==> src/design/sbeq_ram.sv <==
`timescale 1ns / 1ps
// ----------------------------------------------------------------------------
// sbeq_ram
// Generic simple dual-port RAM, one write port, one registered read port.
// ----------------------------------------------------------------------------
module sbeq_ram #(
    parameter int WIDTH = 32,
    parameter int DEPTH = 80
) (
    input  logic                     aclk,
    input  logic                     we,
    input  logic [$clog2(DEPTH)-1:0] waddr,
    input  logic [WIDTH-1:0]         wdata,
    input  logic                     re,
    input  logic [$clog2(DEPTH)-1:0] raddr,
    output logic [WIDTH-1:0]         rdata
);

    logic [WIDTH-1:0] mem [DEPTH];
    logic [WIDTH-1:0] rdata_reg;

    always_ff @(posedge aclk) begin
        if (we) begin
            mem[waddr] <= wdata;
        end
        if (re) begin
            rdata_reg <= mem[raddr];
        end
    end

    assign rdata = rdata_reg;

endmodule

==> config.mk <==
export PLATFORM = sky130hd
export DESIGN_NAME = sbeq_ram
export DESIGN_NICKNAME = d
export VERILOG_FILES = /design/src/design/sbeq_ram.sv
export SDC_FILE = /design/constraint.sdc
export NUM_CORES = 2
export LEC_CHECK = 0
export ABC_AREA = 0
export BUFFER_PORTS_ARGS = -buffer_cell sky130_fd_sc_hd__buf_2
export CAP_MARGIN = 30
export CORE_MARGIN = 2
export CORE_UTILIZATION = 60
export CTS_CLUSTER_SIZE = 40
export DETAILED_ROUTE_END_ITERATION = 16
export GPL_ROUTABILITY_DRIVEN = 0
export PLACE_DENSITY = 0.76
export REMOVE_ABC_BUFFERS = 1
export SLEW_MARGIN = 10
export SYNTH_ARGS = -nofsm -noshare
export SYNTH_HDL_FRONTEND = slang
export SYNTH_SLANG_ARGS = --single-unit
==> constraint.sdc <==
create_clock -name aclk -period 4.1 [get_ports aclk]
set_input_delay 0.41 -clock aclk [delete_from_list [all_inputs] [get_ports aclk]]
set_output_delay 0.41 -clock aclk [all_outputs]
set_load 0.02 [all_outputs]
**Yosys cells after proc, flatten, opt, wreduce, memory -nomap -nowiden**

Memories as Yosys holds them, arrays and structs flattened. A register that Yosys moved wholly into a read port is not among the register bits.
Index checks and enable logic that the tools add are counted.

- Memory bits (read-only): 0
- Output and inout port bits: 32
- Word-level logic and storage cells: 3
- RAM bits: 2560
- Flip-flop bits (word level): 0
- Memories: 1
- Input port bits: 49
- Latch bits: 0

Memories:

| memory | depth | width | rd ports | clocked after Yosys merged registers in | write ports | line | text |
|---|---|---|---|---|---|---|---|
| mem | 80 | 32 | 1 | 1 | 1 | 19 | `logic [WIDTH-1:0] mem [DEPTH];` |

- Order comparisons: 0
- Bitwise logic cells: 0
- Shifts and indexed selects: 0
- Mux-type cells: 2
- Reduce and logical (&&, ||, !) cells: 0
- Multiply operators: 0
- Div/mod/pow operators: 0
- Eq/ne operators: 0
- $add $sub $neg: 0

Operators with widths:

| operator | number |
|---|---|
| 2-to-1 mux 1 bit | 2 |

**Logic depth before layout (Yosys ltp)**

- Depth after elaboration: 2
- Gate-level depth with buffers: 11
- Mapped depth without buffers: 5

**Worst setup path before layout**

OpenSTA, ideal clock, no wires.

- Path type: input port to flip-flop
- Start point: input waddr[5]
- End point: memory mem[49][0], enable pin
- Arrival: 3.114 ns
- Required time: 3.639 ns
- Path buffers: 0
- Path slack: 0.525 ns
- Stages on the path: 3
- Library setup time: 0.461 ns
- Cell sequence: nor2b_1 -> nand4_1 -> nor3_1

RTL lines:

| element | line | text |
|---|---|---|
| start, declared | 12 | `input logic [$clog2(DEPTH)-1:0] waddr,` |
| end, declared | 19 |  |

Straight into the memory's write port.

==> metrics.md <==
| Metric | Value |
|---|---|
| Area grow syn2layout | `12.9%` |
| DRT Pass-1 Iters | `6` |
| Fin. Hold Viols | `0` |
| Distinct cells, synth | `51` |
| Synth Area per Inst | `22.9 sq um` |
| Via density | `7.06` |
| Die height | `approximately 410 um` |
| Layout Nets | `4,744` |
| Share of the synthesized area in the top cell type | `78.7%` |
| Finished Layout Cells | `7,076` |
| Fraction of layout instances using a drive strength above 1 | `between 20% and 30%` |
| Arrival @ worst endpoint | `3930 ps` |
| Post-CTS Setup Bufs | `0` |
| Clock Root Buffer | `clkbuf_16` |
| Min setup slack post-route | `slightly below 800 ps` |
| Core Area | `between 0.15 and 0.2 sq mm` |
| Chip width | `410 um` |
| Syn Std Cell Area | `0.0989 sq mm` |
| Area contributors post-synth | `edfxtp_1 79%, mux4_2 14%, mux2i_1 1.4%, mux2_2 0.59%, nor2_1 0.52%` |
| CTS tree | `yes` |
| Worst vdd ir | `roughly 430 uV` |
| Synthesized flop and latch total | `2,592` |
| Max FFs per register | `~2,600` |
| Multiplexer share of the synthesized area | `15.8%` |
| Post-Synth Adder-Cell Area | `0%` |
| Placed cell area | `roughly 0.10 sq mm` |
| Port Buffers | `80` |
| Initial DRC count | `8,598` |
| Worst R2R End | `rdata[11]` |
| Asr flop ratio synth | `0%` |
| First-pass GRT wire length | `367,000 um` |
| Final min period | `3320 ps` |
| Pre-CTS setup slack | `271 ps` |
| CTS resizes | `0` |
| Setup TNS | `0 ps` |
| Fmax | `301 MHz` |
| RSZ-0062 raised after global routing | `no` |
| CTS Hold Bufs | `8` |
| Largest family of logic cells by synthesized area | `multiplexers` |
| Grt ovf | `0` |
| Power Dens Cells | `481 mW/mm^2` |
| Post-synth EDFFs | `2,592` |
| WL/cell | `36.6 um` |
| FP Rows | `148` |
| Detailed-route DRC error count | `0` |
| CP Launch Point | `raddr[2]` |
| Required @ worst endpoint | `about 4700 ps` |
| Synth area leader | `edfxtp_1` |
| Max-slew headroom | `around a quarter` |
| Routed via count | `49,900` |
| Register area share after synthesis | `78.7%` |
| # H-tree levels | `4` |
| Slew Limit Fails | `0` |
| Crit start category | `input pin` |
| Post-synthesis compound-gate area fraction | `under 10%` |
| Status | `complete, no violations` |
| FF-to-FF path depth | `6` |
| Max-cap violations | `0` |
| Starting density of the core | `60.6%` |
| Antenna violations before repair | `15` |
| Worst Path Class, Setup | `in -> reg` |
| Skew final | `a little under 60 ps` |
| Ys flop type | `edfxtp_1` |
| CP Capture Type | `flop` |
| Die area | `0.168 sq mm` |
| Yosys Warn Count | `0` |
| Dpl hpwl | `147,000 um` |
| Final wirelength | `around 260,000 um` |
| Final instance area | `0.112 sq mm` |
| CTS Buf Count | `237` |
| Largest net degree at the start of global routing | `84` |
| Class of the worst hold path | `in -> reg` |
| Worst-Margin Slew | `1100 ps` |
| Leak | `between 0.03 and 0.04 uW` |
| Setup violators final | `0` |
| Total GRT Usage | `a little under a third` |
| Critical Path End | `rdata[11]` |
| Post-Synth XOR/XNOR Area | `0%` |
| Reg2Reg Setup Slack | `1220 ps` |
| Worst skew pair latency | `870 ps` |
| Launching point of the worst reg2reg path | `mem[17][11]` |
| IO Pins | `81` |
| Placed cell count | `roughly 6,600` |
| Vias in the first global route | `49,800` |
| Antenna viol nets, final | `0` |
| CTS max path bufs | `3` |
| Hold Slack | `62.5 ps` |
| Worst-path clk slew | `~60 ps` |
| Critical Path Fanout Max | `36` |
| TritonCTS Sinks | `~2,600` |
| Post-Syn Instances | `roughly 4,300` |
| Fin crit share | `81.0%` |
| Simple-gate share of the synthesized area | `1.73%` |
| Hold Crit Start | `wdata[12]` |
[worst max-delay path: stages]
cell,delay (ps)
buf_8,410
buf_12,330
buf_4,350
mux4_2,550
mux2i_1,390
o22ai_1,180
o21ai_0,870
buf_4,290
nand2_1,60
[layout by cell type, fill, tap and decap left out, types with 9 or more instances in the layout]
cell type,synthesis,final
bufinv_16,0,20
o41ai_1,22,22
edfxtp_1,2592,2592
mux2i_1,135,135
clkinv_2,0,45
buf_2,77,77
o21ai_0,28,26
nor2b_1,41,39
a211oi_1,34,34
mux2_2,52,52
nand2_1,87,87
mux4_2,609,609
buf_12,0,47
a32oi_1,9,9
a21oi_1,13,13
nand2b_1,12,12
a22o_1,17,17
nand3_1,26,26
clkbuf_1,69,52
a22oi_1,35,35
o22ai_1,76,76
a221oi_1,16,16
o211ai_1,22,22
clkinv_1,0,65
nor2_1,136,60
buf_4,49,234
clkbuf_16,0,238
dlygate4sd3_1,0,10
nor3_1,37,33
nor2_4,0,76
[report_power, final]
part,switching [uW],internal [uW],total [uW],leakage (uW)
logic,1810,996,2810,0.00804
registers,70.9,29300,29400,0.0233
clock network,9630,11900,21500,0.00367
[stage by stage]
stage / utilization, % / total power, uW
3_5_place_dp: 63.7 / 32600
5_1_grt: 68.5 / 54800
6_report: 68.5 / 53700
4_1_cts: 68.4 / 53700
2_1_floorplan: - / 30900
3_3_place_gp: 63.5 / 32500
[layout make-up]
| class | instances | area (sq um) |
|---|---|---|
| well taps | 2175 | 2720 |
| flip-flops and latches | 2592 | 77800 |
| inverters | 2 | 7.51 |
| clock inverters | 149 | 1370 |
| repair buffers | 374 | 3290 |
| clock buffers | 290 | 6150 |
| fillers | 9348 | 51400 |
| multi-input cells | 1488 | 20300 |
| diodes | 6 | 15.0 |
[kinds of logic after synthesis]
group / Yosys count
muxes: 796
and+or+nand+nor: 371
buffers and inverters: 235
DFF: 2592
AOI/OAI and AO/OA: 321
[layer usage]
metal / track usage [%] / vias to the layer above / wire length [um]
li1: - / 19200 / -
met5: 0 / - / 44
met3: 7.93 / 617 / 35700
met2: 48.1 / 4010 / 122000
met1: 43.2 / 26100 / 88800
met4: 12.5 / 6 / 11900
[synthesized netlist by cell type, drive strengths merged, types with 17 or more instances]
cell / number
edfxtp: 2592
mux4: 609
buf: 164
nor2: 136
mux2i: 135
nand2: 87
o22ai: 76
clkbuf: 69
mux2: 52
nor2b: 41
nor3: 38
a22oi: 35
a211oi: 34
o21ai: 28
nand3: 26
o211ai: 22
o41ai: 22
a22o: 17
[worst min-delay path by stage]
stage | to | slack (ps) | depth (start not counted)
floorplan | mem[0][0] | 510 | 0
global placement | mem[38][22] | 830 | 1
detailed placement | mem[58][30] | 850 | 1
CTS | mem[32][5] | 10 | 1
global route | mem[50][5] | 40 | 1
finish | mem[3][12] | 60 | 1
(Power assumes the default switching activity.)
