### src/design/sbeq_pkg.sv
`timescale 1ns / 1ps
// ----------------------------------------------------------------------------
// sbeq_pkg
// Shared types and constants of the stereo biquad equalizer and limiter.
// ----------------------------------------------------------------------------
package sbeq_pkg;

    localparam int SECTIONS_DEF    = 16;
    localparam int SAMPLE_BITS_DEF = 24;
    localparam int COEF_BITS_DEF   = 32;

    localparam int COEF_SLOTS = 5;
    localparam int PRE_FRAC   = 20;
    localparam int Q24_FRAC   = 24;
    localparam int DIV_STEPS  = 24;
    localparam int GAIN_W     = 25;

    localparam logic [GAIN_W-1:0] UNITY = 25'h1000000;

    localparam int CFG_INDEX_W = 3;
    localparam int CFG_DATA_W  = 24;

    localparam logic [CFG_INDEX_W-1:0] REG_SECTION_COUNT   = 3'd0;
    localparam logic [CFG_INDEX_W-1:0] REG_PREAMP_GAIN     = 3'd1;
    localparam logic [CFG_INDEX_W-1:0] REG_BYPASS          = 3'd2;
    localparam logic [CFG_INDEX_W-1:0] REG_WET_STEP        = 3'd3;
    localparam logic [CFG_INDEX_W-1:0] REG_RELEASE_STEP    = 3'd4;
    localparam logic [CFG_INDEX_W-1:0] REG_LIMIT_THRESHOLD = 3'd5;

    localparam logic [4:0]  RST_SECTION_COUNT   = 5'd0;
    localparam logic [23:0] RST_PREAMP_GAIN     = 24'd1048576;
    localparam logic        RST_BYPASS          = 1'b0;
    localparam logic [23:0] RST_WET_STEP        = 24'd34917;
    localparam logic [23:0] RST_RELEASE_STEP    = 24'd4369;
    localparam logic [22:0] RST_LIMIT_THRESHOLD = 23'd8220835;

    localparam logic [1:0] MODE_SAMPLE = 2'd0;
    localparam logic [1:0] MODE_COEF   = 2'd1;
    localparam logic [1:0] MODE_CLEAR  = 2'd2;
    localparam logic [1:0] MODE_UNUSED = 2'd3;

    typedef enum logic [1:0] {
        RND_Q20,
        RND_COEF,
        RND_Q24
    } rnd_sel_t;

    typedef struct packed {
        logic busy;
        logic done;
    } div_stat_t;

endpackage

### src/design/sbeq_mac.sv
`timescale 1ns / 1ps
// ----------------------------------------------------------------------------
// sbeq_mac
// Shared signed multiplier with registered product and registered rounding,
// round to nearest with ties away from zero.
// ----------------------------------------------------------------------------
module sbeq_mac #(
    parameter int MA        = 33,
    parameter int MB        = 32,
    parameter int COEF_FRAC = 26
) (
    input  logic                     aclk,
    input  logic signed [MA-1:0]     mul_a,
    input  logic signed [MB-1:0]     mul_b,
    input  sbeq_pkg::rnd_sel_t       sel,
    output logic signed [MA+MB-1:0]  rnd
);

    localparam int PW = MA + MB;

    logic signed [PW-1:0] prod_reg;
    sbeq_pkg::rnd_sel_t   sel_reg;
    logic signed [PW-1:0] rnd_reg;
    logic signed [PW-1:0] rnd_next;
    logic signed [PW-1:0] half_v;
    logic signed [PW-1:0] sum_v;

    always_comb begin
        case (sel_reg)
            sbeq_pkg::RND_Q20: half_v = $signed(PW'(1) << (sbeq_pkg::PRE_FRAC - 1));
            sbeq_pkg::RND_COEF: half_v = $signed(PW'(1) << (COEF_FRAC - 1));
            default: half_v = $signed(PW'(1) << (sbeq_pkg::Q24_FRAC - 1));
        endcase
        sum_v = prod_reg + half_v - $signed(PW'(prod_reg[PW-1]));
        case (sel_reg)
            sbeq_pkg::RND_Q20: rnd_next = sum_v >>> sbeq_pkg::PRE_FRAC;
            sbeq_pkg::RND_COEF: rnd_next = sum_v >>> COEF_FRAC;
            default: rnd_next = sum_v >>> sbeq_pkg::Q24_FRAC;
        endcase
    end

    always_ff @(posedge aclk) begin
        prod_reg <= PW'(mul_a) * PW'(mul_b);
        sel_reg  <= sel;
        rnd_reg  <= rnd_next;
    end

    assign rnd = rnd_reg;

endmodule

### config.mk
export PLATFORM = sky130hd
export DESIGN_NAME = sbeq_mac
export DESIGN_NICKNAME = d
export VERILOG_FILES = /design/src/design/sbeq_pkg.sv /design/src/design/sbeq_mac.sv
export SDC_FILE = /design/constraint.sdc
export NUM_CORES = 2
export LEC_CHECK = 0
export BUFFER_PORTS_ARGS = -buffer_cell sky130_fd_sc_hd__buf_2
export CAP_MARGIN = 20
export CELL_PAD_IN_SITES_DETAIL_PLACEMENT = 0
export CELL_PAD_IN_SITES_GLOBAL_PLACEMENT = 2
export CORE_ASPECT_RATIO = 0.5
export CORE_MARGIN = 2
export CORE_UTILIZATION = 46
export DETAILED_ROUTE_END_ITERATION = 8
export GPL_ROUTABILITY_DRIVEN = 0
export GPL_TIMING_DRIVEN = 1
export PLACE_DENSITY = 0.95
export SETUP_SLACK_MARGIN = 0.4
export SYNTH_ARGS = -nofsm -noshare
export SYNTH_HDL_FRONTEND = slang
export SYNTH_SLANG_ARGS = --single-unit
### constraint.sdc
create_clock -name aclk -period 13 [get_ports aclk]
set_clock_uncertainty 0.05 [all_clocks]
set_input_delay 1.3 -clock aclk [delete_from_list [all_inputs] [get_ports aclk]]
set_output_delay 1.3 -clock aclk [all_outputs]
set_load 0.005 [all_outputs]
Word level (Yosys, flattened, before mapping)
Index checks and enable logic that the tools add are counted.
W data, S select, Z words.
- bitwise operators: 0
- magnitude comparators: 0
- equality and inequality tests: 1
- shifts and indexed selects: 0
- $mul: 1
- muxes and demuxes: 2
- divide/modulo/power cells: 0
- add/sub/neg operators: 2
- reduce and logical (&&, ||, !) cells: 1
- operator list (operator ; number):
    $pmux W44 S2 ; 1
    $add A65 B65 Y65 ; 1
    $mul A33 B32 Y65 ; 1
    $sub A65 B2 Y65 ; 1
    $pmux W26 S2 ; 1
    $eq A2 B1 Y1 const B ; 1
    $logic_not A2 Y1 ; 1
- memories kept: 0
- memory bits (writable): 0
- bits in read-only memories: 0
- bits in latches: 0
- register bits: 112
- output and inout port bits: 65

Depth between registers and ports, before layout
- depth in word-level cells: 5
- depth in mapped cells: 29
- mapped depth without buffers: 28

Worst setup path before layout
No wires, ideal clock.
- path type: input to register
- from: in mul_a[32]
- to: reg prod_reg[62]
- stages on the path: 29
- path buffers: 2
- setup slack: 4.299 ns
- data arrival time: 8.579 ns
- data required time: 12.878 ns
- cell sequence: clkbuf_1 > nand2_1 > inv_1 > fa_1 > inv_1 > fa_1 > inv_1 > fa_1 > fa_1 > inv_1 > fa_1 > inv_1 > fa_1 > inv_1 > fa_1 > inv_1 > fa_1 > ha_1 > clkbuf_1 > a21oi_1 > o21bai_1 > a21oi_1 > nor2b_1 > o21ai_0 > nand2b_1 > a21oi_1 > nor2b_1 > a2111oi_0 > xnor2_1
- longest elaborated chain between the ends: 1
- RTL lines (what ; line ; RTL):
    start: declaration ; sbeq_mac.sv:13 ; input logic signed [MA-1:0] mul_a,
    $mul A33 B32 Y65 ; sbeq_mac.sv:43 ; prod_reg <= PW'(mul_a) * PW'(mul_b);
    end signal: assignment ; sbeq_mac.sv:43 ;
    end: declaration ; sbeq_mac.sv:21 ; logic signed [PW-1:0] prod_reg;
No other way between the ends.

Final worst setup path
- from: in mul_a[7]
- to: reg prod_reg[61]
Same word-level chain as after synthesis.

==> flow_summary.toml <==
[status]
status = "complete, no violations"

[floorplan]
design.die.area_um2 = 97300
core-area_um2 = 93400
die_y_um = 222
io_pins = 133
std_cell_rows = 79
die_x_um = 439
start_util = 0.466

[synthesis]
synth-seq-cells = 112
synth_top_area_cell = "fa_1"
synth_top_area_frac = 0.511
synthCells = 4748
ys.flop_type = "dfxtp_1"
synth_nets = 6179
synthArstFlopShare = 0
yosysUniqueCellTypes = 80
yosysWarnings = 0
syn-cell-area_um2 = 43600
yosysSeqAreaShare = 0.0515
avgSynthCellArea_um2 = 9.18
synth_edf_count = 0
synth_area_leaders = "fa_1 51%, inv_1 9.5%, and2_1 7.5%"

[sta]
setup_tns_ns = 0
hold_viol = 0
worstMarginPinSlew_ns = 1.11
setup_viol = 0
maxSlewHeadroom = 0.251
rsz0062_at_grt = "no"
period_share = 0.746
fin_crit_ns = 9.70
max_freq_mhz = 103
slew_violations = 0

[cts]
cts_inserted_buffers = 9
cts_buffer_depth = 2
cts_root_buffer = "clkbuf_16"
ctsHoldBuffers = 0
clk_latency_ns = 0.38
cts.repair.resized = 0
clkTransAtPathRegs_ns = 0.09
cts_tree = "yes"
cts_sinks = 112
htreeDepth = 3
post_cts_buffers = 0

[critical_path]
crit_buf_inv = 6
cp_max_fo = 32
startpoint_type = "primary input"
critPathCaptureType = "flip-flop"
slowest_delay_ns = 0.93
cpLargestDelayFamily = "adder cells"
crit_required_ns = 13.22
r2r_cells = 15
timing.rr.end = "rnd[31]$_DFF_P_"
cp.arrival_ns = 9.93
r2r_setup_slack_ns = 7.65
cp_common_cell = "fa_1"
r2r-start = "sel_reg[0]$_DFF_P_"
crit_type = "in2reg"
cp_slowest_cell = "o311ai_0"

[layout]
syn_to_final_growth_pct = 3.86
nNetsFinal = 6096
largest_reg_flops = 65
drive_gt1_frac = 0.0405

[placed_design]
numPortBuffers = 132
post-dp-hpwl_mm = 92.4

[hold_path]
hold_path_class = "reg2reg"
whs_path_depth = 3
min_from = "sel_reg[0]$_DFF_P_"
hold_path_end = "rnd[15]$_DFF_P_"

[global_route]
grt_pass1_vias = 34845
grt_overflow = 0
antenna_found_initial = 6
grt_start_max_net_pins = 50
grt_pass1_wl_mm = 190
grt_util_all_layers = 0.247

[routing]
drt-initial-drc-count = 1926
viasPerCell = 5.27
ant_nets = 0
wl_per_cell_um = 19.3
drc = 0
totalWireLength_mm = 114
dr_total_vias = 31215
dr.pass1.iters = 6

[job]
max_cap_viol_count = 0
synthesized netlist by cell type (all sizes together), types with 6 or more instances:
library cell,count
xnor2,79
nor4,6
fa,1112
and2,526
ha,251
inv,1100
o21a,22
a31oi,16
xor2,40
a22oi,6
clkbuf,221
buf,23
a211oi,16
o21ai,81
o21bai,22
o22ai,7
a21oi,123
a21boi,6
nor2b,7
nand2b,17
nor3,16
and3,23
o211ai,8
nand3,15
nand4,22
nand2,609
nor2,96
a21o,76
mux2i,10
dfxtp,112
layer usage:
layer / part of all wire / global-route usage / vias up
met3: 0.061 / 0.0315 / 141
li1: - / - / 13774
met4: 0.024 / 0.0527 / 0
met5: 0 / 0 / -
met1: 0.43 / 0.332 / 16321
met2: 0.49 / 0.428 / 979
through the flow:
stage	hold WS [ns]	instances	setup WS, ns	util	area [µm²]
after floorplan	0.531	4748	4.30	-	43600
after global placement	0.697	5909	3.17	0.481	44900
after detailed placement	0.696	5909	3.11	0.481	44900
after CTS	0.717	5925	3.46	0.484	45200
after global routing	0.770	5927	2.75	0.484	45200
final	0.728	5927	3.30	0.484	45200
cell families after synthesis:
| group | after synthesis | synth area share |
|---|---|---|
| and+or+nand+nor | 1355 | 0.154 |
| adders and majority gates | 1363 | 0.583 |
| DFF | 112 | 0.0515 |
| muxes | 12 | 0.00281 |
| buffers and inverters | 1347 | 0.118 |
| xor gates and xnor gates | 119 | 0.0241 |
| AOI/OAI and AO/OA | 440 | 0.0667 |
area by class of cell:
class	instances	area, µm²
multi-input cells	3289	36200
diodes	2	5.00
fillers	8790	48200
flip-flops and latches	112	2240
clock inverters	7	77.6
well taps	1255	1570
clock buffers	9	225
inverters	1103	4140
repair buffers	150	796
how the worst max path moves through the flow:
| stage | start | endpoint | slack (ns) | cells past startpoint |
|---|---|---|---|---|
| after global routing | mul_b[5] | prod_reg[62]$_DFF_P_ | 2.75 | 28 |
| after detailed placement | mul_a[16] | prod_reg[61]$_DFF_P_ | 3.11 | 27 |
| after floorplan | mul_a[32] | prod_reg[62]$_DFF_P_ | 4.30 | 29 |
| after global placement | mul_b[8] | prod_reg[61]$_DFF_P_ | 3.17 | 29 |
| final | mul_a[7] | prod_reg[61]$_DFF_P_ | 3.30 | 27 |
| after CTS | mul_b[5] | prod_reg[62]$_DFF_P_ | 3.46 | 28 |
worst min-delay path, cell delays in order (launching register included):
cell	delay (ns)
dfxtp_1	0.31
buf_4	0.23
nand2_1	0.10
a31oi_1	0.09
layout by cell type, fill, tap and decap left out, drive strengths merged, types with 8 or more instances in the layout:
master,instances
a21o,76
buf,150
dfxtp,112
nand4,22
o21a,22
nand2,609
nand2b,17
and2,526
o211ai,8
a21oi,123
o21bai,22
xor2,40
clkbuf,9
a211oi,16
a31oi,16
nand3,15
o21ai,81
and3,23
nor3,16
inv,1104
nor2,96
xnor2,79
fa,1112
mux2i,10
ha,251
Power is not shown: default switching activity piles up to over one toggle a cycle in this logic, so the estimate is an artifact.
