==> config.mk <==
export PLATFORM = sky130hd
export DESIGN_NAME = sbeq_div
export DESIGN_NICKNAME = d
export VERILOG_FILES = /design/src/design/sbeq_pkg.sv /design/src/design/sbeq_div.sv
export SDC_FILE = /design/constraint.sdc
export NUM_CORES = 1
export LEC_CHECK = 0
export BUFFER_PORTS_ARGS = -buffer_cell sky130_fd_sc_hd__buf_2
export CAP_MARGIN = 10
export CORE_MARGIN = 10
export CORE_UTILIZATION = 44
export DETAILED_ROUTE_END_ITERATION = 12
export GPL_TIMING_DRIVEN = 1
export PLACE_DENSITY = 0.64
export SYNTH_ARGS = -nofsm -noshare
export SYNTH_HDL_FRONTEND = slang
export SYNTH_SLANG_ARGS = --single-unit
==> constraint.sdc <==
create_clock -name aclk -period 3.86 [get_ports aclk]
set_input_delay 0.386 -clock aclk [delete_from_list [all_inputs] [get_ports aclk]]
set_output_delay 0.386 -clock aclk [all_outputs]
set_load 0.1 [all_outputs]
==> src/design/sbeq_pkg.sv <==
`timescale 1ns / 1ps
// ----------------------------------------------------------------------------
// sbeq_pkg
// Shared types and constants of the stereo biquad equalizer and limiter.
// ----------------------------------------------------------------------------
package sbeq_pkg;

    localparam int SECTIONS_DEF    = 16;
    localparam int SAMPLE_BITS_DEF = 24;
    localparam int COEF_BITS_DEF   = 32;

    localparam int COEF_SLOTS = 5;
    localparam int PRE_FRAC   = 20;
    localparam int Q24_FRAC   = 24;
    localparam int DIV_STEPS  = 24;
    localparam int GAIN_W     = 25;

    localparam logic [GAIN_W-1:0] UNITY = 25'h1000000;

    localparam int CFG_INDEX_W = 3;
    localparam int CFG_DATA_W  = 24;

    localparam logic [CFG_INDEX_W-1:0] REG_SECTION_COUNT   = 3'd0;
    localparam logic [CFG_INDEX_W-1:0] REG_PREAMP_GAIN     = 3'd1;
    localparam logic [CFG_INDEX_W-1:0] REG_BYPASS          = 3'd2;
    localparam logic [CFG_INDEX_W-1:0] REG_WET_STEP        = 3'd3;
    localparam logic [CFG_INDEX_W-1:0] REG_RELEASE_STEP    = 3'd4;
    localparam logic [CFG_INDEX_W-1:0] REG_LIMIT_THRESHOLD = 3'd5;

    localparam logic [4:0]  RST_SECTION_COUNT   = 5'd0;
    localparam logic [23:0] RST_PREAMP_GAIN     = 24'd1048576;
    localparam logic        RST_BYPASS          = 1'b0;
    localparam logic [23:0] RST_WET_STEP        = 24'd34917;
    localparam logic [23:0] RST_RELEASE_STEP    = 24'd4369;
    localparam logic [22:0] RST_LIMIT_THRESHOLD = 23'd8220835;

    localparam logic [1:0] MODE_SAMPLE = 2'd0;
    localparam logic [1:0] MODE_COEF   = 2'd1;
    localparam logic [1:0] MODE_CLEAR  = 2'd2;
    localparam logic [1:0] MODE_UNUSED = 2'd3;

    typedef enum logic [1:0] {
        RND_Q20,
        RND_COEF,
        RND_Q24
    } rnd_sel_t;

    typedef struct packed {
        logic busy;
        logic done;
    } div_stat_t;

endpackage

==> src/design/sbeq_div.sv <==
`timescale 1ns / 1ps
// ----------------------------------------------------------------------------
// sbeq_div
// Restoring divider for the limiter target, one quotient bit per cycle.
// Computes floor(num * 2^24 / den) for num < den.
// ----------------------------------------------------------------------------
module sbeq_div #(
    parameter int W = 33
) (
    input  logic                                 aclk,
    input  logic                                 aresetn,
    input  logic                                 start,
    input  logic [W-1:0]                         num,
    input  logic [W-1:0]                         den,
    output logic [sbeq_pkg::DIV_STEPS-1:0]       quot,
    output sbeq_pkg::div_stat_t                  stat
);

    localparam int CW = $clog2(sbeq_pkg::DIV_STEPS + 1);

    logic [W:0]                       rem_reg, rem_next;
    logic [W-1:0]                     den_reg, den_next;
    logic [sbeq_pkg::DIV_STEPS-1:0]   quot_reg, quot_next;
    logic [CW-1:0]                    cnt_reg, cnt_next;
    logic                             busy_reg, busy_next;
    logic                             done_reg, done_next;
    logic [W:0]                       shifted;

    always_comb begin
        rem_next  = rem_reg;
        den_next  = den_reg;
        quot_next = quot_reg;
        cnt_next  = cnt_reg;
        busy_next = busy_reg;
        done_next = 1'b0;
        shifted   = {rem_reg[W-1:0], 1'b0};
        if (start) begin
            rem_next  = {1'b0, num};
            den_next  = den;
            quot_next = '0;
            cnt_next  = CW'(sbeq_pkg::DIV_STEPS);
            busy_next = 1'b1;
        end else if (busy_reg) begin
            if (shifted >= {1'b0, den_reg}) begin
                rem_next  = shifted - {1'b0, den_reg};
                quot_next = {quot_reg[sbeq_pkg::DIV_STEPS-2:0], 1'b1};
            end else begin
                rem_next  = shifted;
                quot_next = {quot_reg[sbeq_pkg::DIV_STEPS-2:0], 1'b0};
            end
            cnt_next = cnt_reg - CW'(1);
            if (cnt_reg == CW'(1)) begin
                busy_next = 1'b0;
                done_next = 1'b1;
            end
        end
    end

    always_ff @(posedge aclk) begin
        if (!aresetn) begin
            busy_reg <= 1'b0;
            done_reg <= 1'b0;
            cnt_reg  <= '0;
        end else begin
            busy_reg <= busy_next;
            done_reg <= done_next;
            cnt_reg  <= cnt_next;
        end
        rem_reg  <= rem_next;
        den_reg  <= den_next;
        quot_reg <= quot_next;
    end

    assign quot      = quot_reg;
    assign stat.busy = busy_reg;
    assign stat.done = done_reg;

endmodule

# Word-level counts from Yosys, hierarchy flattened
# Cells that the tools add are included.
dict set report op_classes {
  n_addsub 2
  order_cmp 1
  n_eq_ne 1
  muxes 10
  n_bitwise 2
  n_reduce_logical 3
}
# cell count
set ops {}
lappend ops {{two-way mux 33 bit} 3}
lappend ops {{>= comparator 34 x 33 -> 1 bit} 1}
lappend ops {{subtractor 33 bit} 1}
lappend ops {{two-way mux 5 bit} 2}
lappend ops {{== test 5 x 1 -> 1 bit, second input constant} 1}
lappend ops {{two-way mux 1 bit} 5}
lappend ops {{subtractor 5 x 1 -> 5 bit, second input constant} 1}
lappend ops {{OR reduction 3 bit} 1}
lappend ops {{NOT 1 bit} 2}
lappend ops {{nonzero test 2 bit} 1}
lappend ops {{OR reduction 2 bit} 1}
dict set report word_totals {
  register_bits 97
  input_bits 69
  out_inout_bits 26
  elab_cells 26
}

# Depth between registers and ports, before layout
# Gate-level depths: netlist (run 1).
dict set report depth {
  word_depth 4
  mapped_depth 13
  ltp_nobuf 11
}

# Worst setup path before layout (run 1)
# No wires, ideal clock.
dict set report synth_timing {
  path_type {reg2reg}
  startpoint {reg rem_reg[0]}
  endpoint {reg rem_reg[18] (data pin)}
  setup_ps 261
  arrival_time_ps 2448
  t_required_ps 3599
  slack_ps 1151
  stages_incl_launch_ff 11
  path_buffers 0
  synth_period_minus_slack_ps 2709
  cell_sequence {edfxtp_1 > inv_1 > fa_1 > nand2b_1 > a21oi_1 > nor4b_1 > o31a_1 > o21ai_1 > a41oi_1 > xnor2_1 > a221o_1}
}
dict set report synth_via {
  elab_chain_cells 4
  elab_cells_between_ends 5
  cone_classes {add/sub: 1; order compare: 1; mux: 3}
}
# element line_no
set synth_lines {}
lappend synth_lines {{from (decl)} sbeq_div.sv:21} ;# logic [W:0] rem_reg, rem_next;
lappend synth_lines {{from (signal assigned)} sbeq_div.sv:69} ;# rem_reg <= rem_next;
lappend synth_lines {{subtractor 33 bit or >= comparator 34 x 33 -> 1 bit (tied branches)} {sbeq_div.sv:45, sbeq_div.sv:44}}
lappend synth_lines {{two-way mux 33 bit *} sbeq_div.sv:44} ;# if (shifted >= {1'b0, den_reg}) begin
lappend synth_lines {{two-way mux 33 bit *} sbeq_div.sv:43} ;# end else if (busy_reg) begin
lappend synth_lines {{two-way mux 33 bit *} sbeq_div.sv:37} ;# if (start) begin
lappend synth_lines {{net rem_next[18]} sbeq_div.sv:21}
# Mark *: on every way through the listed nets, which the timed path passes. The rest lies on a longest branch. The select of a mux whose other input is x is not followed.
# A chain may end at the register's enable or synchronous reset.

# Worst setup path in the final report (run 1)
dict set report layout_timing {
  startpoint {reg rem_reg[22]}
  endpoint {reg rem_reg[2] (data pin)}
}
dict set report layout_via {
  elab_chain_cells 4
}
# element line_no
set layout_lines {}
lappend layout_lines {{>= comparator 34 x 33 -> 1 bit} sbeq_div.sv:44}
lappend layout_lines {{two-way mux 33 bit} sbeq_div.sv:44}
lappend layout_lines {{two-way mux 33 bit} sbeq_div.sv:43}
lappend layout_lines {{two-way mux 33 bit} sbeq_div.sv:37}
lappend layout_lines {{net rem_next[2]} sbeq_div.sv:21}
# The timed path passes the listed nets, and every way through them passes these cells. The select of a mux whose other input is x is not followed.

==> results of run 1 <==
-- area by class of cell --
cell class | instances | area share (%)
Multi-Input combinational cell | 441 | 44.0
Sequential cell | 97 | 37.8
Timing Repair Buffer | 100 | 7.70
Clock buffer | 9 | 3.27
Tap cell | 176 | 3.20
Inverter | 51 | 2.78
Clock inverter | 7 | 1.18
Antenna cell | 1 | 0.0363
-- cells by family (layout without fill, tap and decap cells) --
family	Yosys count	after routing	synth area share, %
adder cells (fa/ha/maj)	36	36	7.63
AO/OA/AOI/OAI	164	164	19.5
multiplexers	30	30	5.09
AND/OR/NAND/NOR	188	188	14.9
other	0	1	0
XOR/XNOR	23	23	3.36
flip-flops	97	97	43.4
buffers and inverters	89	167	6.21
-- final timing paths --
check	startpoint	end	slack, ps	depth (start not counted)
setup / recovery	rem_reg[22]	rem_reg[2]	650	10
hold / removal	den[12]	den_reg[12]	200	1
setup reg to reg	rem_reg[22]	rem_reg[2]	650	10
hold reg to reg	quot[23]	quot[23]	500	2
-- metal layers --
metal  share of wire [%]  vias to the layer above
li1                    -                     2426
met1                  48                     2186
met2                  43                      153
met3                 7.3                       14
met4                 1.1                        0
met5                   0                        -
-- stage by stage --
step / power, uW / instances
2_1_floorplan: 2640 / 627
3_3_place_gp: 2960 / 865
3_5_place_dp: 2980 / 865
4_1_cts: 3920 / 881
5_1_grt: 4170 / 881
6_report: 3890 / 882
-- synthesized netlist by cell type (7+ instances only) --
cell type / instances
xnor2_1: 15
o21a_1: 13
a21oi_1: 39
xor2_1: 8
a211oi_1: 13
edfxtp_1: 66
o21ai_0: 20
nand3_1: 11
clkbuf_1: 14
o31ai_1: 7
nand2_1: 52
a21o_1: 15
ha_1: 35
dfxtp_1: 31
nor2_1: 63
inv_1: 50
nor3_1: 15
buf_2: 13
mux2i_1: 26
-- power groups by stage --
stage / clock [uW] / combinational (uW) / sequential [uW]
6_report: 912 / 1620 / 1360
5_1_grt: 989 / 1800 / 1380
4_1_cts: 948 / 1610 / 1360
3_5_place_dp: 0 / 1600 / 1380
3_3_place_gp: 0 / 1580 / 1380
2_1_floorplan: 0 / 1270 / 1370
-- worst reg2reg max path: stages (launching register included) --
cell and delay, ps:
edfxtp_1 400, ha_1 410, a21o_1 230, a311o_1 380, a221oi_2 170, o31ai_1 140, a21oi_4 330, buf_4 390
nor2_1 110, a211oi_1 290, a21oi_1 70
==> results.sh, run 1 <==
export IMPL_period_minus_slack_ps=3210
export IMPL_yosys_register_bits=97
export IMPL_status="finished, final reports clean"
export IMPL_whs_ps=197
export IMPL_antenna_found_initial=1
export IMPL_finish_utilization_pct=51.8
export IMPL_setup_viol=0
export IMPL_overflow=0
export IMPL_cts_buffers=9
export IMPL_cts_max_level=3
export IMPL_synthCells=627
export IMPL_path_buf_inv=1
export IMPL_dp_hpwl_um=10600
export IMPL_area_sequential_mm2=0.00260
export IMPL_layout_drive_gt1_share_pct=19.0
export IMPL_critical_path_class="reg -> reg"
export IMPL_drt_pass1_iter_count=5
export IMPL_place_congestion=0.947
export IMPL_fin_tns_setup_ps=0
export IMPL_place_area_mm2=0.00658
export IMPL_power_density_mw_per_mm2=565
export IMPL_slowest_delay_ps=410
export IMPL_grt_pass1_vias=4741
export IMPL_cp_end_kind="flip-flop"
export IMPL_yosysWarnings=0
export IMPL_drc=0
export IMPL_synth_edf_count=66
export IMPL_cts_clk_slew_worst_paths_ps=80
export IMPL_die_h_um=137
export IMPL_synth_cell_types=70
export IMPL_rows=42
export IMPL_io_pins=95
export IMPL_combPwrFrac_pct=41.7
export IMPL_syn_area_mm2=0.00600
export IMPL_finClkSkew_ps=10.6
export IMPL_grt_max_degree=53
export IMPL_routedWlPerCell_um=16.3
export IMPL_final_common_cell="buf_2"
export IMPL_syn_to_final_growth_pct=14.8
export IMPL_syn_num_nets=732
export IMPL_fmax_mhz=312
export IMPL_async_flop_share_pct=0
export IMPL_cts_buffer_depth=2
export IMPL_root_buffer="clkbuf_16"
export IMPL_pwr_share_seq_pct=34.9
export IMPL_layout_common_cells="93 x buf_2, 66 x edfxtp_1, 63 x nor2_1"
export IMPL_cap_violations=0
export IMPL_cp_top_family="compound AO/OA/AOI/OAI gates"
export IMPL_wl_um=14400
export IMPL_hold_violations=0
export IMPL_grt_pass1_wl_um=23600
export IMPL_gr_usage_met3_pct=4.47
export IMPL_slew_violations=0
export IMPL_crit_required_ps=3940
export IMPL_nFillCells=1216
export IMPL_p_sw_uw=1490
export IMPL_swShare_pct=38.2
export IMPL_top_usage_layer="met2"
export IMPL_fin_area_mm2=0.00689
export IMPL_layout_nets=805
export IMPL_worstPathArrival_ps=3290
export IMPL_worstSkewPairLatency_ps=360
export IMPL_p_int_uw=2410
export IMPL_synth_area_leaders="edfxtp_1 33%, dfxtp_1 10%, ha_1 7.3%"
export IMPL_via_per_inst=5.42
export IMPL_synth_avg_cell_area_um2=9.57
export IMPL_dp_slack_ps=728
export IMPL_cts_tree="done"
export IMPL_ctsHoldBuffers=0
export IMPL_min_path_type="in -> reg"
export IMPL_dieArea_mm2=0.0187
export IMPL_vias=4779
export IMPL_rsz0062_at_grt="false"
export IMPL_ys_seq_area_share_pct=43.4
export IMPL_die_w_um=137
export IMPL_yosysTopAreaCellShare_pct=33.0
export IMPL_p_leak_uw=0.00296
export IMPL_tightest_slew_ps=781
export IMPL_post_cts_repair_setup_buffers=0
export IMPL_max_slew_margin_rel_pct=47.9
export IMPL_grt_use_met1_pct=21.4
export IMPL_io_buffers=94
export IMPL_ant_nets=0
export IMPL_cp_max_fo=32
export IMPL_placeableCoreArea_mm2=0.0133
export IMPL_synthFlopType="edfxtp_1"
export IMPL_synth_top_area_cell="edfxtp_1"
export IMPL_clkSinkCount=97
export IMPL_startpoint_type="flip-flop"
export IMPL_drt_iter0_drc=385
export IMPL_grt_util_all_layers_pct=15.6
export IMPL_vdd_drop_max_v=0.000248
export IMPL_cp_slowest_cell="ha_1"
export IMPL_multi_input_area_mm2=0.00303
export IMPL_grt_met2_usage_pct=23.2
export IMPL_start_util_pct=45.1
export IMPL_crit_chain="ha_1, a21o_1, a311o_1, a221oi_2, o31ai_1, a21oi_4, buf_4, nor2_1, a211oi_1, a21oi_1"
export IMPL_power_frac_clock_pct=23.4
export IMPL_setup_ws_ps=650
export IMPL_cts_resized_gates=0
export IMPL_period_share_pct=83.2
Note: power is estimated with default switching activity, not from simulation.
==> inputs of run 2 (changes only) <==
==> constraint.sdc (replaced) <==
create_clock -name aclk -period 3.1 [get_ports aclk]
set_input_delay 0.31 -clock aclk [delete_from_list [all_inputs] [get_ports aclk]]
set_output_delay 0.31 -clock aclk [all_outputs]
set_load 0.1 [all_outputs]
==> results.sh, run 2 (synthesis results as in run 1) <==
export IMPL_status="finished, final reports clean"
export IMPL_p_leak_uw=0.00308
export IMPL_cp_end_kind="flip-flop"
export IMPL_die_w_um=137
export IMPL_cts_buffer_depth=2
export IMPL_layout_nets=822
export IMPL_antenna_found_initial=1
export IMPL_max_slew_margin_rel_pct=41.4
export IMPL_fin_tns_setup_ps=0
export IMPL_clkSinkCount=97
export IMPL_crit_chain="ha_1, a21o_1, a21o_1, a221oi_2, o31ai_4, a21oi_4, buf_4, nor2_1, a211oi_1, o32ai_1"
export IMPL_startpoint_type="flip-flop"
export IMPL_place_congestion=0.916
export IMPL_cts_clk_slew_worst_paths_ps=80
export IMPL_tightest_slew_ps=878
export IMPL_cts_buffers=9
export IMPL_rows=42
export IMPL_layout_drive_gt1_share_pct=22.7
export IMPL_dp_hpwl_um=10900
export IMPL_min_path_type="in -> reg"
export IMPL_drt_pass1_iter_count=4
export IMPL_worstSkewPairLatency_ps=360
export IMPL_area_sequential_mm2=0.00260
export IMPL_wl_um=15200
export IMPL_hold_violations=0
export IMPL_drc=0
export IMPL_vias=4962
export IMPL_overflow=0
export IMPL_slowest_delay_ps=450
export IMPL_io_buffers=94
export IMPL_path_buf_inv=1
export IMPL_critPathMostFrequentCell="a21o_1"
export IMPL_via_per_inst=5.52
export IMPL_nFillCells=1199
export IMPL_power_density_mw_per_mm2=710
export IMPL_ctsHoldBuffers=0
export IMPL_crit_cells=10
export IMPL_cp_slowest_cell="ha_1"
export IMPL_final_common_cell="buf_2"
export IMPL_period_minus_slack_ps=3010
export IMPL_vdd_drop_max_v=0.000330
export IMPL_placeableCoreArea_mm2=0.0133
export IMPL_grt_pass1_wl_um=24500
export IMPL_ant_nets=0
export IMPL_grt_util_all_layers_pct=16.2
export IMPL_placed_cells=878
export IMPL_whs_ps=119
export IMPL_die_h_um=137
export IMPL_drt_iter0_drc=280
export IMPL_slew_violations=0
export IMPL_grt_max_degree=72
export IMPL_reg2reg_depth=10
export IMPL_multi_input_area_mm2=0.00313
export IMPL_period_share_pct=97.1
export IMPL_cp_max_fo=10
export IMPL_cts_tree="done"
export IMPL_layout_common_cells="93 x buf_2, 66 x edfxtp_1, 61 x nor2_1"
export IMPL_worstPathArrival_ps=3110
export IMPL_dieArea_mm2=0.0187
export IMPL_cap_violations=0
export IMPL_finClkSkew_ps=11.9
export IMPL_hold_depth=1
export IMPL_fmax_mhz=332
export IMPL_routedWlPerCell_um=16.9
export IMPL_cp_top_family="compound AO/OA/AOI/OAI gates"
export IMPL_finalNonFillerCells=899
export IMPL_critical_path_class="reg -> reg"
export IMPL_io_pins=95
export IMPL_root_buffer="clkbuf_16"
export IMPL_cts_max_level=3
export IMPL_crit_required_ps=3200
export IMPL_setup_viol=0
export IMPL_grt_pass1_vias=5019
export IMPL_syn_to_final_growth_pct=19.2
export IMPL_start_util_pct=45.1
export IMPL_total_power_uw=5080
-- run 2: cell types whose count changed in the layout (fill, tap and decap cells not counted), sizes merged --
| cell | delta |
|---|---|
| clkbuf | +1 |
| buf | +15 |
| clkinv | +1 |
| inv | -1 |
| a21oi | +1 |
-- run 2: worst paths after layout --
kind / slack, ps / endpoint / start
max reg2reg: 90 / rem_reg[30] / rem_reg[26]
max: 90 / rem_reg[30] / rem_reg[26]
min: 120 / den_reg[13] / den[13]
min reg2reg: 500 / quot[23] / quot[23]
-- run 2: routing by layer --
metal	share of wire, %	vias up	wire length [um]	track usage [%]
met3	7.8	19	1180	5.35
met4	1.5	0	229	4.98
met1	47	2317	7100	21.5
li1	-	2467	-	-
met2	44	159	6680	24.6
met5	0	-	0	0
-- run 2: layout make-up --
cell class | count | area share, %
Multi-Input combinational cell | 442 | 43.8
Inverter | 51 | 2.68
Tap cell | 176 | 3.08
Clock inverter | 7 | 1.17
Antenna cell | 1 | 0.0350
Timing Repair Buffer | 116 | 9.74
Clock buffer | 9 | 3.15
Sequential cell | 97 | 36.4
-- run 2: power by group --
part	total (uW)	internal (uW)	switching (uW)	leakage (uW)
Sequential	1700	1600	98.1	0.000904
Combinational	2240	953	1290	0.00203
Clock	1140	578	561	0.000151
Total	5080	3130	1950	0.00308
-- run 2: worst reg2reg max path: stages (launching register included) --
cell	delay, ps
edfxtp_1	410
ha_1	450
a21o_1	220
a21o_1	210
a221oi_2	350
o31ai_4	140
a21oi_4	330
buf_4	240
nor2_1	60
a211oi_1	210
o32ai_1	120
-- run 2: what timing repair did --
item	in CTS	in global routing
setup buffers	0	2
gates resized for setup	0	18
setup endpoints to repair	0	17
hold endpoints to repair	0	0
-- run 2: metrics by stage --
stage,cell area (um2),util (%),setup slack (ps)
2_1_floorplan,6000,-,391
3_3_place_gp,6700,50.4,106
3_5_place_dp,6700,50.4,103
4_1_cts,7010,52.7,54.3
5_1_grt,7150,53.8,-21.7
6_report,7150,53.8,90.1
==> inputs of run 3 (changes only) <==
--- a/config.mk
+++ b/config.mk
@@ -9,8 +9,9 @@
 export CAP_MARGIN = 10
 export CORE_MARGIN = 10
 export CORE_UTILIZATION = 44
+export CTS_BUF_LIST = sky130_fd_sc_hd__clkbuf_4
 export DETAILED_ROUTE_END_ITERATION = 12
-export GPL_TIMING_DRIVEN = 1
+export GPL_TIMING_DRIVEN = 0
 export PLACE_DENSITY = 0.64
 export SYNTH_ARGS = -nofsm -noshare
 export SYNTH_HDL_FRONTEND = slang
==> results.sh, run 3 (synthesis results as in run 1) <==
export IMPL_clkSinkCount=97
export IMPL_antenna_found_initial=1
export IMPL_cts_clk_slew_worst_paths_ps=210
export IMPL_layout_drive_gt1_share_pct=23.0
export IMPL_cts_buffers=9
export IMPL_tightest_slew_ps=915
export IMPL_wl_um=18200
export IMPL_via_per_inst=5.55
export IMPL_min_path_type="in -> reg"
export IMPL_drc=0
export IMPL_io_pins=95
export IMPL_slew_violations=0
export IMPL_total_power_uw=4880
export IMPL_startpoint_type="flip-flop"
export IMPL_setup_viol=0
export IMPL_max_slew_margin_rel_pct=39.0
export IMPL_status="finished, final reports clean"
export IMPL_vias=5299
export IMPL_drt_pass1_iter_count=5
export IMPL_grt_use_met1_pct=25.4
export IMPL_gr_usage_met3_pct=4.95
export IMPL_die_w_um=137
export IMPL_cts_buffer_depth=2
export IMPL_worstPathArrival_ps=3270
export IMPL_finish_utilization_pct=55.8
export IMPL_routedWlPerCell_um=19.1
export IMPL_syn_to_final_growth_pct=23.7
export IMPL_placeableCoreArea_mm2=0.0133
export IMPL_power_density_mw_per_mm2=657
export IMPL_vdd_drop_max_v=0.000284
export IMPL_grt_pass1_wl_um=28300
export IMPL_top_usage_layer="met2"
export IMPL_dieArea_mm2=0.0187
export IMPL_cts_max_level=3
export IMPL_worstSkewPairLatency_ps=510
export IMPL_overflow=0
export IMPL_cp_end_kind="flip-flop"
export IMPL_fmax_mhz=331
export IMPL_cap_violations=0
export IMPL_rsz0062_at_grt="true"
export IMPL_layout_common_cells="102 x buf_2, 66 x edfxtp_1, 61 x nor2_1"
export IMPL_grt_pass1_vias=5349
export IMPL_drt_iter0_drc=439
export IMPL_ant_nets=0
export IMPL_root_buffer="clkbuf_4"
export IMPL_period_minus_slack_ps=3020
export IMPL_grt_util_all_layers_pct=19.5
export IMPL_fin_tns_setup_ps=0
export IMPL_crit_required_ps=3350
export IMPL_place_congestion=0.942
export IMPL_rows=42
export IMPL_grt_met2_usage_pct=31.2
export IMPL_cts_tree="done"
export IMPL_dp_hpwl_um=13100
export IMPL_cp_max_fo=10
export IMPL_finClkSkew_ps=35.7
export IMPL_grt_max_degree=35
export IMPL_final_common_cell="buf_2"
export IMPL_layout_nets=877
export IMPL_start_util_pct=45.1
export IMPL_hold_violations=0
export IMPL_p_leak_uw=0.00318
export IMPL_io_buffers=94
export IMPL_period_share_pct=97.6
export IMPL_critical_path_class="reg -> reg"
export IMPL_die_h_um=137
==> run 3: changes by cell type in the layout (fill, tap and decap cells not counted), moves of 3 or more <==
cell	change
buf_2	+9
clkbuf_4	+9
ha_2	+3
clkbuf_1	+9
buf_1	+6
dlygate4sd3_1	+33
ha_1	-3
clkbuf_16	-10
buf_4	-5
==> run 3: metrics by stage <==
step                cell area (um2)  setup WS [ps]  hold WS [ps]  cells
global route                   7420          -56.8          43.7    953
CTS                            7220           11.6          10.1    947
detailed placement             6690           -433           479    897
floorplan                      6000            391           409    627
global placement               6690           -853           470    897
finish                         7420           75.0          46.6    954
==> run 3: worst paths after layout <==
kind | start | endpoint | slack [ps] | depth (start not counted)
max | rem_reg[24] | rem_reg[12] | 80 | 12
min | num[23] | rem_reg[23] | 50 | 2
max reg2reg | rem_reg[24] | rem_reg[12] | 80 | 12
min reg2reg | cnt_reg[1] | cnt_reg[1] | 520 | 2
==> run 3: area by class of cell <==
type                       count  area (um2)
antenna                        1        2.50
multi-input combinational    441        3130
clock buffer                   9        67.6
fill                        1253        5870
timing repair buffer         138         893
clock inverter                 7        93.8
sequential                    97        2600
tap                          176         220
buffer                        34         225
inverter                      51         191
==> run 3: layer usage <==
metal / wire [um] / share of wire [%] / vias to the layer above
met5: 0 / 0 / -
met4: 287 / 1.6 / 0
met3: 1340 / 7.4 / 20
met2: 8330 / 46 / 184
met1: 8230 / 45 / 2515
li1: - / - / 2580
==> run 3: timing repair <==
action | in CTS | in global routing
gates resized for setup | 7 | 39
setup endpoints to repair | 15 | 63
pin swaps | 0 | 9
setup buffers | 1 | 9
hold buffers | 33 | 0
cloned | 0 | 1
endpoints found under the hold margin | 33 | 0
==> run 3: report_power, final <==
| part | switching [uW] | leakage, uW | internal (uW) |
|---|---|---|---|
| clock network | 551 | 0.0000845 | 207 |
| registers | 91.6 | 0.000904 | 1600 |
| logic | 1400 | 0.00219 | 1020 |
==> run 3: worst max-delay path, stage by stage, from the launching register on <==
cell and delay, ps:
edfxtp_1 430, ha_1 290, buf_2 160, a21o_1 200, a311o_1 360, a221oi_2 180, o31ai_1 110, a21oi_2 290
buf_6 200, buf_4 120, buf_12 130, mux2i_1 190, a21oi_1 80
